## src/rtl/core/psc_pkg.sv

```systemverilog
// Shared types and constants for the PID speed controller.
// Depends on nothing; imported by psc_mul, psc_div and pid_speed_controller.
package psc_pkg;

  // Input request and result payloads
  typedef struct packed {
    logic               command;
    logic signed [15:0] target;
    logic signed [15:0] sensed;
    logic        [15:0] elapsed_ms;
  } psc_in_t;

  typedef struct packed {
    logic signed [15:0] drive;
    logic               held;
  } psc_out_t;

  // Operand widths of the shared shift-add multiplier and restoring divider
  localparam int MA_W = 48;
  localparam int MB_W = 32;
  localparam int DV_W = 10;

  typedef struct packed {
    logic            start;
    logic [MA_W-1:0] a;
    logic [MB_W-1:0] b;
  } mul_cmd_t;

  typedef struct packed {
    logic            start;
    logic [MA_W-1:0] num;
    logic [DV_W-1:0] den;
  } div_cmd_t;

  // Command codes
  localparam logic CMD_COMPUTE = 1'b0;
  localparam logic CMD_CLEAR   = 1'b1;

  // Register indexes
  localparam logic [2:0] REG_GAIN_P      = 3'd0;
  localparam logic [2:0] REG_GAIN_I      = 3'd1;
  localparam logic [2:0] REG_GAIN_D      = 3'd2;
  localparam logic [2:0] REG_DRIVE_LIMIT = 3'd3;
  localparam logic [2:0] REG_ACCUM_LIMIT = 3'd4;
  localparam logic [2:0] REG_SMOOTH_COEF = 3'd5;
  localparam logic [2:0] REG_DEAD_ZONE   = 3'd6;
  localparam logic [2:0] REG_MAX_STEP    = 3'd7;

  // Time window and scaling
  localparam logic [15:0]     DT_MIN_MS = 16'd20;
  localparam logic [15:0]     DT_MAX_MS = 16'd200;
  localparam logic [DV_W-1:0] MS_PER_S  = 10'd1000;

endpackage

```

## src/rtl/core/psc_mul.sv

```systemverilog
// Shift-add multiplier: one multiplier bit per cycle, stops once the bits run out.
// Depends on psc_pkg (mul_cmd_t, operand widths).
module psc_mul import psc_pkg::*; (
  input  logic            clk,
  input  logic            rst_n,
  input  mul_cmd_t        cmd,
  output logic            busy,
  output logic            done,
  output logic [MA_W-1:0] prod
);

  logic [MA_W-1:0] a_r;
  logic [MB_W-1:0] b_r;
  logic [MA_W-1:0] acc_r;
  logic            busy_r;
  logic            done_r;

  always_ff @(posedge clk) begin
    if (!rst_n) begin
      busy_r <= 1'b0;
      done_r <= 1'b0;
    end else begin
      done_r <= 1'b0;
      if (cmd.start) begin
        a_r    <= cmd.a;
        b_r    <= cmd.b;
        acc_r  <= '0;
        busy_r <= 1'b1;
      end else if (busy_r) begin
        if (b_r == '0) begin
          busy_r <= 1'b0;
          done_r <= 1'b1;
        end else begin
          if (b_r[0]) begin
            acc_r <= acc_r + a_r;
          end
          a_r <= a_r << 1;
          b_r <= b_r >> 1;
        end
      end
    end
  end

  assign busy = busy_r;
  assign done = done_r;
  assign prod = acc_r;

endmodule

```

## src/rtl/core/psc_div.sv

```systemverilog
// Restoring divider: one quotient bit per cycle over the full dividend width.
// Depends on psc_pkg (div_cmd_t, operand widths).
module psc_div import psc_pkg::*; (
  input  logic            clk,
  input  logic            rst_n,
  input  div_cmd_t        cmd,
  output logic            busy,
  output logic            done,
  output logic [MA_W-1:0] quo
);

  localparam int CW = $clog2(MA_W);
  localparam logic [CW-1:0] LAST = CW'(MA_W - 1);

  logic [MA_W-1:0] q_r;
  logic [DV_W-1:0] rem_r;
  logic [DV_W-1:0] den_r;
  logic [CW-1:0]   cnt_r;
  logic            busy_r;
  logic            done_r;

  logic [DV_W:0] rem_sh;
  logic [DV_W:0] diff;
  logic          ge;

  always_comb begin
    rem_sh = {rem_r, q_r[MA_W-1]};
    diff   = rem_sh - {1'b0, den_r};
    ge     = (rem_sh >= {1'b0, den_r});
  end

  always_ff @(posedge clk) begin
    if (!rst_n) begin
      busy_r <= 1'b0;
      done_r <= 1'b0;
    end else begin
      done_r <= 1'b0;
      if (cmd.start) begin
        q_r    <= cmd.num;
        rem_r  <= '0;
        den_r  <= cmd.den;
        cnt_r  <= '0;
        busy_r <= 1'b1;
      end else if (busy_r) begin
        q_r   <= {q_r[MA_W-2:0], ge};
        rem_r <= ge ? diff[DV_W-1:0] : rem_sh[DV_W-1:0];
        cnt_r <= cnt_r + 1'b1;
        if (cnt_r == LAST) begin
          busy_r <= 1'b0;
          done_r <= 1'b1;
        end
      end
    end
  end

  assign busy = busy_r;
  assign done = done_r;
  assign quo  = q_r;

endmodule

```

## src/rtl/core/pid_speed_controller.sv

```systemverilog
// PID speed controller, top level: sequencer, registers and state.
// Depends on psc_pkg, psc_mul and psc_div.
// Sequence: a reset command or an out-of-window time step goes from S_IDLE to
// S_OUT and on to the output register; a compute request passes through up to
// three divisions and up to six passes through the shift-add multiplier.
// Throughput: one request at a time; the next is taken as soon as the result
// is in the output register. Reset (rst_n low, synchronous) loads the register
// defaults and clears the integral, last measurement and last drive.
module pid_speed_controller import psc_pkg::*; (
  input  logic        clk,
  input  logic        rst_n,
  // request channel
  input  logic        in_valid,
  output logic        in_stall,
  input  psc_in_t     in_data,
  // result channel
  output logic        out_valid,
  input  logic        out_stall,
  output psc_out_t    out_data,
  // configuration port
  input  logic        psel,
  input  logic        penable,
  input  logic        pwrite,
  input  logic [4:0]  paddr,
  input  logic [31:0] pwdata,
  output logic [31:0] prdata,
  output logic        pready
);

  localparam int SW = 50;  // signed width of the term sums
  localparam int FW = 29;  // signed width of the filter products

  typedef enum logic [4:0] {
    S_IDLE, S_PMUL, S_IPMUL, S_IPDIV, S_CHK, S_EMUL, S_IMS, S_IMUL, S_IDIV,
    S_DMUL1, S_DMUL2, S_DDIV, S_SUM, S_RND, S_RATE, S_FILT1, S_FILT2, S_FRND,
    S_OUT
  } state_t;

  state_t state_r;

  // configuration registers
  logic [15:0] gain_p_r, gain_i_r, gain_d_r, max_step_r;
  logic [14:0] drive_limit_r, dead_zone_r;
  logic [30:0] accum_limit_r;
  logic [8:0]  smooth_coef_r;

  // controller state
  logic signed [31:0] accum_r;
  logic signed [15:0] last_sensed_r;
  logic signed [15:0] last_drive_r;

  // working registers for the request in flight
  psc_in_t            in_r;
  logic               err_neg_r;
  logic [15:0]        err_mag_r;
  logic               clr_r, upd_r;
  logic signed [SW-1:0] p_r, ipre_r, ival_r, d_r;
  logic signed [24:0] s_r;
  logic signed [17:0] v_r, r_r;
  logic signed [FW-1:0] t1_r, fnum_r;
  psc_out_t           res_r;
  logic               out_valid_r;
  psc_out_t           out_data_r;

  mul_cmd_t           mul_cmd_r;
  div_cmd_t           div_cmd_r;
  logic               mul_busy, mul_done, div_busy, div_done;
  logic [MA_W-1:0]    prod, quo;

  psc_mul u_mul (
    .clk  (clk),
    .rst_n(rst_n),
    .cmd  (mul_cmd_r),
    .busy (mul_busy),
    .done (mul_done),
    .prod (prod)
  );

  psc_div u_div (
    .clk  (clk),
    .rst_n(rst_n),
    .cmd  (div_cmd_r),
    .busy (div_busy),
    .done (div_done),
    .quo  (quo)
  );

  // ---- combinational helpers ----
  logic               cfg_wr;
  logic               dt_ok;
  logic signed [16:0] err_raw;
  logic [16:0]        err_abs;
  logic               err_neg_nxt;
  logic [15:0]        err_mag_nxt;
  logic [31:0]        accum_mag;
  logic signed [16:0] ds;
  logic               ds_neg;
  logic [15:0]        ds_mag;
  logic signed [SW-1:0] prod_s, quo_s, lim_s, pi_sum, s_sum;
  logic               windup_blk;
  logic signed [33:0] acc_sum, alim_s, acc_nxt;
  logic signed [24:0] lim25;
  logic [23:0]        s_abs;
  logic [15:0]        v_mag;
  logic signed [17:0] lo, hi;
  logic [8:0]         coef;
  logic signed [FW-1:0] c_s, cm_s, ld_s, r_s;
  logic [FW-1:0]      f_abs;
  logic [FW-1:0]      f_mag;
  logic signed [15:0] f_nxt;

  assign cfg_wr = psel && penable && pwrite && pready;
  assign pready = 1'b1;

  always_comb begin
    // time window and deadband on the incoming request
    dt_ok       = (in_data.elapsed_ms > DT_MIN_MS) && (in_data.elapsed_ms <= DT_MAX_MS);
    err_raw     = 17'(in_data.target) - 17'(in_data.sensed);
    err_abs     = err_raw[16] ? 17'(-err_raw) : err_raw;
    if (err_abs < {2'b00, dead_zone_r}) begin
      err_neg_nxt = 1'b0;
      err_mag_nxt = '0;
    end else begin
      err_neg_nxt = err_raw[16];
      err_mag_nxt = err_abs[15:0];
    end

    accum_mag = accum_r[31] ? 32'(-accum_r) : 32'(accum_r);

    ds     = 17'(in_r.sensed) - 17'(last_sensed_r);
    ds_neg = ds[16];
    ds_mag = ds_neg ? 16'(-ds) : ds[15:0];

    prod_s = $signed({2'b00, prod});
    quo_s  = $signed({2'b00, quo});
    lim_s  = $signed(SW'({drive_limit_r, 8'h00}));

    // anti-windup: hold the integral while it would push deeper into saturation
    pi_sum     = p_r + ipre_r;
    windup_blk = ((pi_sum >= lim_s) && !err_neg_r && (err_mag_r != '0)) ||
                 ((pi_sum <= -lim_s) && err_neg_r);

    alim_s  = $signed({3'b000, accum_limit_r});
    acc_sum = 34'(accum_r) + (err_neg_r ? -$signed({1'b0, prod[32:0]})
                                        : $signed({1'b0, prod[32:0]}));
    if (acc_sum > alim_s) begin
      acc_nxt = alim_s;
    end else if (acc_sum < -alim_s) begin
      acc_nxt = -alim_s;
    end else begin
      acc_nxt = acc_sum;
    end

    // sum and clamp to the drive limit
    lim25 = $signed({2'b00, drive_limit_r, 8'h00});
    s_sum = p_r + ival_r + d_r;
    s_abs = s_r[24] ? 24'(-s_r) : s_r[23:0];
    v_mag = 16'((25'(s_abs) + 25'd128) >> 8);

    lo = 18'(last_drive_r) - $signed({2'b00, max_step_r});
    hi = 18'(last_drive_r) + $signed({2'b00, max_step_r});

    // low-pass filter operands
    coef  = (smooth_coef_r > 9'd256) ? 9'd256 : smooth_coef_r;
    c_s   = $signed(FW'(coef));
    cm_s  = $signed(FW'(10'd256 - {1'b0, coef}));
    ld_s  = FW'(last_drive_r);
    r_s   = FW'(r_r);
    f_abs = fnum_r[FW-1] ? FW'(-fnum_r) : FW'(fnum_r);
    f_mag = (f_abs + FW'(128)) >> 8;
    f_nxt = fnum_r[FW-1] ? 16'(-$signed(f_mag)) : 16'(f_mag);
  end

  // ---- register read ----
  always_comb begin
    case (paddr[4:2])
      REG_GAIN_P:      prdata = 32'(gain_p_r);
      REG_GAIN_I:      prdata = 32'(gain_i_r);
      REG_GAIN_D:      prdata = 32'(gain_d_r);
      REG_DRIVE_LIMIT: prdata = 32'(drive_limit_r);
      REG_ACCUM_LIMIT: prdata = 32'(accum_limit_r);
      REG_SMOOTH_COEF: prdata = 32'(smooth_coef_r);
      REG_DEAD_ZONE:   prdata = 32'(dead_zone_r);
      REG_MAX_STEP:    prdata = 32'(max_step_r);
      default:         prdata = '0;
    endcase
  end

  // ---- sequencer, state and registered outputs ----
  always_ff @(posedge clk) begin
    if (!rst_n) begin
      state_r         <= S_IDLE;
      out_valid_r     <= 1'b0;
      mul_cmd_r.start <= 1'b0;
      div_cmd_r.start <= 1'b0;
      accum_r         <= '0;
      last_sensed_r   <= '0;
      last_drive_r    <= '0;
      gain_p_r        <= 16'd256;
      gain_i_r        <= '0;
      gain_d_r        <= '0;
      drive_limit_r   <= 15'h7fff;
      accum_limit_r   <= 31'h7fffffff;
      smooth_coef_r   <= '0;
      dead_zone_r     <= '0;
      max_step_r      <= 16'hffff;
    end else begin
      // start pulses last one cycle; no unit is restarted while its pulse is high
      if (mul_cmd_r.start) begin
        mul_cmd_r.start <= 1'b0;
      end
      if (div_cmd_r.start) begin
        div_cmd_r.start <= 1'b0;
      end

      if (cfg_wr) begin
        case (paddr[4:2])
          REG_GAIN_P:      gain_p_r      <= pwdata[15:0];
          REG_GAIN_I:      gain_i_r      <= pwdata[15:0];
          REG_GAIN_D:      gain_d_r      <= pwdata[15:0];
          REG_DRIVE_LIMIT: drive_limit_r <= pwdata[14:0];
          REG_ACCUM_LIMIT: accum_limit_r <= pwdata[30:0];
          REG_SMOOTH_COEF: smooth_coef_r <= pwdata[8:0];
          REG_DEAD_ZONE:   dead_zone_r   <= pwdata[14:0];
          REG_MAX_STEP:    max_step_r    <= pwdata[15:0];
          default:         ;
        endcase
      end

      // drop the result once taken, unless a new one replaces it this cycle
      if (out_valid_r && !out_stall && (state_r != S_OUT)) begin
        out_valid_r <= 1'b0;
      end

      case (state_r)
        S_IDLE: begin
          if (in_valid) begin
            in_r <= in_data;
            if (in_data.command == CMD_CLEAR) begin
              res_r   <= '{drive: 16'sd0, held: 1'b0};
              clr_r   <= 1'b1;
              upd_r   <= 1'b0;
              state_r <= S_OUT;
            end else if (!dt_ok) begin
              // hold the previous output, touch no state
              res_r   <= '{drive: last_drive_r, held: 1'b1};
              clr_r   <= 1'b0;
              upd_r   <= 1'b0;
              state_r <= S_OUT;
            end else begin
              err_neg_r <= err_neg_nxt;
              err_mag_r <= err_mag_nxt;
              clr_r     <= 1'b0;
              upd_r     <= 1'b1;
              mul_cmd_r <= '{start: 1'b1, a: MA_W'(gain_p_r), b: MB_W'(err_mag_nxt)};
              state_r   <= S_PMUL;
            end
          end
        end
        S_PMUL: begin
          if (mul_done) begin
            p_r       <= err_neg_r ? -prod_s : prod_s;
            mul_cmd_r <= '{start: 1'b1, a: MA_W'(gain_i_r), b: accum_mag};
            state_r   <= S_IPMUL;
          end
        end
        S_IPMUL: begin
          if (mul_done) begin
            div_cmd_r <= '{start: 1'b1, num: prod, den: MS_PER_S};
            state_r   <= S_IPDIV;
          end
        end
        S_IPDIV: begin
          if (div_done) begin
            ipre_r  <= accum_r[31] ? -quo_s : quo_s;
            state_r <= S_CHK;
          end
        end
        S_CHK: begin
          if (windup_blk) begin
            // integral unchanged: reuse the term already computed
            ival_r    <= ipre_r;
            mul_cmd_r <= '{start: 1'b1, a: MA_W'(gain_d_r), b: MB_W'(ds_mag)};
            state_r   <= S_DMUL1;
          end else begin
            mul_cmd_r <= '{start: 1'b1, a: MA_W'(err_mag_r),
                           b: MB_W'(in_r.elapsed_ms)};
            state_r   <= S_EMUL;
          end
        end
        S_EMUL: begin
          if (mul_done) begin
            accum_r <= acc_nxt[31:0];
            state_r <= S_IMS;
          end
        end
        S_IMS: begin
          mul_cmd_r <= '{start: 1'b1, a: MA_W'(gain_i_r), b: accum_mag};
          state_r   <= S_IMUL;
        end
        S_IMUL: begin
          if (mul_done) begin
            div_cmd_r <= '{start: 1'b1, num: prod, den: MS_PER_S};
            state_r   <= S_IDIV;
          end
        end
        S_IDIV: begin
          if (div_done) begin
            ival_r    <= accum_r[31] ? -quo_s : quo_s;
            mul_cmd_r <= '{start: 1'b1, a: MA_W'(gain_d_r), b: MB_W'(ds_mag)};
            state_r   <= S_DMUL1;
          end
        end
        S_DMUL1: begin
          if (mul_done) begin
            mul_cmd_r <= '{start: 1'b1, a: prod, b: MB_W'(MS_PER_S)};
            state_r   <= S_DMUL2;
          end
        end
        S_DMUL2: begin
          if (mul_done) begin
            div_cmd_r <= '{start: 1'b1, num: prod,
                           den: in_r.elapsed_ms[DV_W-1:0]};
            state_r   <= S_DDIV;
          end
        end
        S_DDIV: begin
          if (div_done) begin
            // derivative on measurement enters with negative sign
            d_r     <= ds_neg ? quo_s : -quo_s;
            state_r <= S_SUM;
          end
        end
        S_SUM: begin
          if (s_sum > lim_s) begin
            s_r <= lim25;
          end else if (s_sum < -lim_s) begin
            s_r <= -lim25;
          end else begin
            s_r <= s_sum[24:0];
          end
          state_r <= S_RND;
        end
        S_RND: begin
          v_r     <= s_r[24] ? -$signed({2'b00, v_mag}) : $signed({2'b00, v_mag});
          state_r <= S_RATE;
        end
        S_RATE: begin
          if (v_r > hi) begin
            r_r <= hi;
          end else if (v_r < lo) begin
            r_r <= lo;
          end else begin
            r_r <= v_r;
          end
          state_r <= S_FILT1;
        end
        S_FILT1: begin
          t1_r    <= c_s * ld_s;
          state_r <= S_FILT2;
        end
        S_FILT2: begin
          fnum_r  <= t1_r + cm_s * r_s;
          state_r <= S_FRND;
        end
        S_FRND: begin
          res_r   <= '{drive: f_nxt, held: 1'b0};
          state_r <= S_OUT;
        end
        S_OUT: begin
          // advance once the output register is free; commit state with it
          if (!out_valid_r || !out_stall) begin
            out_valid_r <= 1'b1;
            out_data_r  <= res_r;
            if (clr_r) begin
              accum_r       <= '0;
              last_sensed_r <= '0;
              last_drive_r  <= '0;
            end
            if (upd_r) begin
              last_drive_r  <= res_r.drive;
              last_sensed_r <= in_r.sensed;
            end
            state_r <= S_IDLE;
          end
        end
        default: state_r <= S_IDLE;
      endcase
    end
  end

  assign in_stall  = (state_r != S_IDLE);
  assign out_valid = out_valid_r;
  assign out_data  = out_data_r;

  // ---- assertions ----
  a_idle_units_quiet: assert property (@(posedge clk) disable iff (!rst_n)
    (state_r == S_IDLE) |-> (!mul_busy && !div_busy))
    else $error("arithmetic unit busy while sequencer idle");

  a_accept_leaves_idle: assert property (@(posedge clk) disable iff (!rst_n)
    (in_valid && !in_stall) |=> (state_r != S_IDLE))
    else $error("accepted request did not start the sequencer");

  a_held_matches_state: assert property (@(posedge clk) disable iff (!rst_n)
    (out_valid && out_data.held) |-> (out_data.drive == last_drive_r))
    else $error("held result differs from stored drive");

endmodule
```

## config.mk

```make
export PLATFORM = sky130hd
export DESIGN_NAME = pid_speed_controller
export DESIGN_NICKNAME = d
export VERILOG_FILES = /design/src/rtl/core/psc_pkg.sv /design/src/rtl/core/psc_mul.sv /design/src/rtl/core/psc_div.sv /design/src/rtl/core/pid_speed_controller.sv
export SDC_FILE = /design/constraint.sdc
export NUM_CORES = 2
export LEC_CHECK = 0
export ABC_AREA = 0
export BUFFER_PORTS_ARGS = -buffer_cell sky130_fd_sc_hd__buf_2
export CAP_MARGIN = 30
export CELL_PAD_IN_SITES_DETAIL_PLACEMENT = 0
export CELL_PAD_IN_SITES_GLOBAL_PLACEMENT = 1
export CORE_UTILIZATION = 51
export DETAILED_ROUTE_END_ITERATION = 16
export GPL_ROUTABILITY_DRIVEN = 0
export HOLD_SLACK_MARGIN = 0.03
export PLACE_DENSITY_LB_ADDON = 0.15
export RECOVER_POWER = 100
export SYNTH_ARGS = -nofsm -noshare
export SYNTH_HDL_FRONTEND = slang
export SYNTH_SLANG_ARGS = --single-unit
```

## constraint.sdc

```tcl
create_clock -name clk -period 11.58 [get_ports clk]
set_input_delay 2.316 -clock clk [delete_from_list [all_inputs] [get_ports clk]]
set_output_delay 2.316 -clock clk [all_outputs]
set_load 0.01 [all_outputs]
```

# Word-level counts from Yosys, hierarchy flattened

Index checks and enable logic that the tools add are counted.
Widths: inputs -> output; s select.

Bits of input ports: 93
Output and inout port bits: 52
Register bits after elaboration: 954
Word-level logic and storage cells: 292
Memories kept: 0
Memory bits (read-only): 0
Latch bits: 0
Bits in writable memories: 0

Eq/ne operators: 45
Shifts and indexed selects: 0
$add $sub $neg: 28
Divide/modulo/power cells: 0
$mul: 2
Magnitude comparators: 13
Muxes and demuxes: 87
Reductions and logical operators: 60
Bitwise gates (word level): 4

Operators with widths:

| cell                  | count |
|---|---|
| $mux 48               | 11 |
| $mux 81               | 6 |
| $pmux 81 s6           | 1 |
| $mux 32               | 9 |
| $pmux 32 s8           | 1 |
| $add 50x50->50        | 3 |
| $mux 50               | 3 |
| $mux 59               | 2 |
| $pmux 59 s2           | 1 |
| $mux 16               | 7 |
| $neg 48->50           | 2 |
| $pmux 50 s2           | 1 |
| $pmux 5 s19           | 1 |
| $mux 17               | 4 |
| $mux 5                | 13 |
| $pmux 32 s2           | 1 |
| $ge 50x24->1          | 1 |
| $gt 50x24->1          | 1 |
| $le 50x50->1          | 1 |
| $lt 50x50->1          | 1 |
| $neg 23->50           | 1 |
| $add 24x8->24 const B | 2 |
| $add 48x48->48        | 1 |
| $mux 24               | 2 |
| other kinds (69)      | 163 |

# Depth between registers and ports, before layout

Word-level depth: 9
Mapped depth: 37

# Modules after synthesis

From an unflattened synthesis, not the netlist that was laid out.

Cells, all modules: 7931
Area, all modules: 76923.8 µm²

Modules (own cells, without submodules):

| module               | cells each | area an instance (µm²) | times used |
|---|---|---|---|
| pid_speed_controller | 6985       | 65243.8                | 1 |
| psc_mul              | 698        | 8005.2                 | 1 |
| psc_div              | 248        | 3674.8                 | 1 |

# Worst setup path before layout

Ideal clock, no wire load.

Kind: in2reg
From: in in_data[2] (netlist bit)
To: reg mul_cmd_r[0] (netlist bit) (enable)
Buffers on the path: 0
Arrival: 8881 ps
Slack: 2083 ps
Data required time: 10964 ps
Library setup time: 616 ps
Cell stages on the path: 5
Cell sequence: o31a_1 -> o311a_1 -> a211oi_1 -> nor2_1 -> nor3_1

Longest elaborated chain between the ends: 4
Elaborated cells between the ends (all ways): 5

RTL lines:

| what                                       | RTL line                    | RTL |
|---|---|---|
| start, declared                            | pid_speed_controller.sv:15  | `input psc_in_t in_data,` |
| $gt 16x5->1 or $le 16x8->1 (tied branches) | pid_speed_controller.sv:117 | `dt_ok = (in_data.elapsed_ms > DT_MIN_MS) && (in_data.elapsed_ms <= DT_MAX_MS);` |
| $logic_and 1x1->1 *                        | pid_speed_controller.sv:117 |  |
| $ne 2x2->1 (no source line) *              | --                          |  |
| $reduce_and 8->1 (no source line) *        | --                          |  |
| end signal, assigned                       | pid_speed_controller.sv:255 | `mul_cmd_r <= '{start: 1'b1, a: MA_W'(gain_p_r), b: MB_W'(err_mag_nxt)};` |
| end signal, assigned                       | pid_speed_controller.sv:263 | `mul_cmd_r <= '{start: 1'b1, a: MA_W'(gain_i_r), b: accum_mag};` |
| end signal, assigned                       | pid_speed_controller.sv:283 | `mul_cmd_r <= '{start: 1'b1, a: MA_W'(gain_d_r), b: MB_W'(ds_mag)};` |
| end, declared                              | pid_speed_controller.sv:65  | `mul_cmd_t mul_cmd_r;` |

Every way passes the cells marked *; elsewhere a longest branch is shown, timed or not.
A chain may end at the register's enable or synchronous reset.

# Final worst setup path

From: reg p_r[5]
To: reg ival_r[46] (enable)

Longest elaborated chain between the ends: 7
Elaborated cells between the ends (all ways): 9

RTL lines:

| what                                | RTL line                    | RTL |
|---|---|---|
| start, declared                     | pid_speed_controller.sv:57  | `logic signed [SW-1:0] p_r, ipre_r, ival_r, d_r;` |
| start signal, assigned              | pid_speed_controller.sv:262 | `p_r <= err_neg_r ? -prod_s : prod_s;` |
| $add 50x50->50 *                    | pid_speed_controller.sv:139 | `pi_sum = p_r + ipre_r;` |
| $ge 50x24->1                        | pid_speed_controller.sv:140 | `windup_blk = ((pi_sum >= lim_s) && !err_neg_r && (err_mag_r != '0)) \|\|` |
| $logic_and 1x1->1 (2 in a row)      | pid_speed_controller.sv:140 |  |
| $logic_or 1x1->1 *                  | pid_speed_controller.sv:140 |  |
| $ne 2x2->1 (no source line) *       | --                          |  |
| $reduce_and 4->1 (no source line) * | --                          |  |
| end signal, assigned                | pid_speed_controller.sv:282 | `ival_r <= ipre_r;` |
| end signal, assigned                | pid_speed_controller.sv:309 | `ival_r <= accum_r[31] ? -quo_s : quo_s;` |
| end, declared                       | pid_speed_controller.sv:57  |  |

Marked as above.

==> flow_metrics.tcl <==
set metrics [dict create \
    outcome "finished, violations left" \
    violations "capacitance limit, slew limit" \
    drive_gt1_share_pct 6.90 \
    p_leak_nw 32.6 \
    cts_setup_buffers 0 \
    grt_pass1_vias 55800 \
    cts.sinks 947 \
    syn_to_final_growth_pct 8.40 \
    post_cts_resize_count 0 \
    hold_viol 0 \
    setup_viol 0 \
    grt-ovfl-total 0 \
    wl_um 225000 \
    fin_util_pct 55.8 \
    ir_drop_v 0.000127 \
    drv_cap 33 \
    fp-row-count 140 \
    initialDrtViolationCount 5744 \
    async_flop_share_pct 0 \
    dp.cells 9584 \
    synthFlopType "edfxtp_1" \
    ys_warn_count 0 \
    fin_nets 8858 \
    netlist_instances 7746 \
    synth_edf_count 737 \
    slew_viol_final 1515 \
    grtUsageTotal_pct 30.1 \
    ant_nets 0 \
    vias 58400 \
    cp_max_fo 50 \
    p_total_mw 10.7 \
    fin_ws_ps 1730 \
    worstSkewPairLatency_ps 780 \
    place_ws_ps 2430 \
    finalNonFillerCells 9800 \
    htreeDepth 3 \
    die_area_um2 149000 \
    timing.fmax_ghz 0.101 \
    cts-root-buf "clkbuf_16" \
    worstMarginPinSlew_ps 4160 \
    power_density_nw_per_um2 131 \
    cp.required_ps 11680 \
    start_util_pct 51.5 \
    pin_count 145 \
    fin_hold_ws_ps 392 \
    cts_buffers 105 \
    design.core.area_um2 146000 \
    clk_path_buf_depth 3 \
    via_per_inst 5.96 \
    dpl_cell_area_um2 78000 \
    die_w_um 386 \
    wire_per_inst_um 23.0 \
    rsz0062_at_grt "no" \
    final-seq-area_um2 26300 \
    synthDistinctLibCells 91 \
    arrival_ps 9950 \
    synth_top_cell_by_area "edfxtp_1" \
    fin_area_um2 81500 \
    multiInputGateArea_um2 45100 \
    postSynthAreaPerCell_um2 9.70 \
    die_h_um 386 \
    first_pass_iters 6 \
    final.min_clock_period_ps 9850 \
    drc 0 \
    critPathKind "reg -> reg" \
    yosys.area.top_type_share_pct 29.4 \
    port_buffers 139 \
    finalCritPeriodShare_pct 85.1 \
    hold_buffers 0 \
    fin_setup_tns_ps 0 \
    yosys-top-cells-area "edfxtp_1, ha_1, fa_1, dfxtp_1, xnor2_1" \
    grt_pass1_wl_um 341000 \
    worst_clock_skew_ps 76.7 \
    antenna_found_initial 12 \
    dp_hpwl_um 175000 \
    end_kind "flop" \
    grt_max_degree 88 \
    min_path_type "reg -> reg" \
    cts.clk_slew.worst_paths_ps 60 \
    yosysSeqAreaShare_pct 35.0 \
    synth-seq-cells 947 \
    relSlewSlack_pct -177 \
    crit_path_start_kind "flop" \
    netlist_area_um2 75200 \
    num-fill-cells 13000 \
    cts_tree "done" \
]
## cells by family after synthesis
| logic type | share of synthesized area, % |
|---|---|
| AO/OA/AOI/OAI | 14.0 |
| XOR/XNOR | 6.83 |
| adder cells (fa/ha/maj) | 20.1 |
| buffers and inverters | 5.23 |
| flip-flops | 35.0 |
| multiplexers | 3.93 |
| other | 0.00999 |
| AND/OR/NAND/NOR | 14.9 |
## state kept, by name (all words and copies together) (netlist names), 17 cells and up
| name | flops |
|---|---|
| ipre_r | 50 |
| u_mul.prod | 48 |
| accum_r | 32 |
| mul_cmd_r | 81 |
| res_r | 17 |
| ival_r | 50 |
| p_r | 50 |
| div_cmd_r | 59 |
| s_r | 25 |
| t1_r | 26 |
| in_r | 32 |
| d_r | 50 |
| u_mul.b_r | 32 |
| u_mul.a_r | 48 |
| out_data | 17 |
| r_r | 18 |
| accum_limit_r | 31 |
| fnum_r | 25 |
| u_div.quo | 48 |
| v_r | 18 |
## path summary, 6_finish.rpt
kind                            depth (start not counted)  slack, ps              to          from
worst max-delay path                                   26       1730      ival_r[46]        p_r[5]
worst min-delay path                                    0        390  u_div.den_r[8]  div_cmd_r[8]
worst max register to register                         26       1730      ival_r[46]        p_r[5]
worst min register to register                          0        390  u_div.den_r[8]  div_cmd_r[8]
## placed cells by master, fill, tap and decap left out, types with 210 or more instances in the layout
cell type	netlist	layout
ha_1	620	620
o21ai_0	333	332
a21oi_1	397	396
inv_1	704	704
nor2_1	526	520
xnor2_1	436	436
dfxtp_1	210	210
edfxtp_1	737	737
nand2_1	745	745
fa_1	365	365
## cell usage after synthesis (26+ instances only)
| library cell | count |
|---|---|
| clkbuf_1 | 293 |
| xor2_1 | 150 |
| nand2_1 | 745 |
| or3_1 | 69 |
| o211ai_1 | 108 |
| a31oi_1 | 36 |
| edfxtp_1 | 737 |
| dfxtp_1 | 210 |
| o31a_1 | 26 |
| nor2b_1 | 77 |
| xnor2_1 | 436 |
| o21bai_1 | 40 |
| ha_1 | 620 |
| or2_2 | 34 |
| nor2_1 | 526 |
| nand3_1 | 90 |
| o21a_1 | 65 |
| nor3_1 | 147 |
| mux2i_1 | 89 |
| o31ai_1 | 63 |
| a21oi_1 | 397 |
| a22oi_1 | 40 |
| nor4_1 | 60 |
| fa_1 | 365 |
| or4_1 | 33 |
| a211oi_1 | 45 |
| and2_1 | 271 |
| o21ai_0 | 333 |
| nand4_1 | 74 |
| nand2b_1 | 72 |
| and3_1 | 38 |
| o22ai_1 | 33 |
| a21o_1 | 161 |
| inv_1 | 704 |
| mux2_2 | 177 |
## worst max-delay path, stage by stage, from the launching register on
cell,delay (ps)
edfxtp_1,440
ha_1,380
o21a_1,210
o21ai_0,520
nor3_1,190
o2111ai_1,390
nand3_1,200
a221oi_1,490
mux2i_1,140
a2111oi_0,430
clkbuf_1,240
ha_1,190
nand4_1,130
nor3_1,310
nand3_1,160
nor3_1,230
a2111oi_0,130
o31a_1,300
or4_1,500
or4b_1,480
nor4b_1,250
nand4b_1,260
o41ai_1,420
buf_4,430
o22ai_4,260
and2_2,510
clkbuf_2,790
## per-layer routing
layer	track usage (%)	wire [um]	vias up
li1	-	-	27400
met1	46.0	106000	28700
met2	43.7	94100	2142
met3	5.16	20300	261
met4	7.29	5020	6
met5	0	40	-
## final cells by class
| type | count | share of cell area [%] |
|---|---|---|
| diodes | 11 | 0.0338 |
| multi-input cells | 5777 | 55.3 |
| well taps | 1917 | 2.94 |
| repair buffers | 238 | 1.51 |
| clock inverters | 64 | 1.17 |
| flip-flops and latches | 947 | 32.3 |
| inverters | 711 | 3.28 |
| clock buffers | 135 | 3.40 |
## report_power, final
group          internal, mW  total, mW  switching, mW  leakage [nW]
clock                  2.12       3.64           1.52          1.79
combinational          1.10       2.77           1.67          22.3
sequential             4.07       4.29          0.223          8.54
total                  7.29       10.7           3.41          32.6
(Power assumes the default switching activity.)
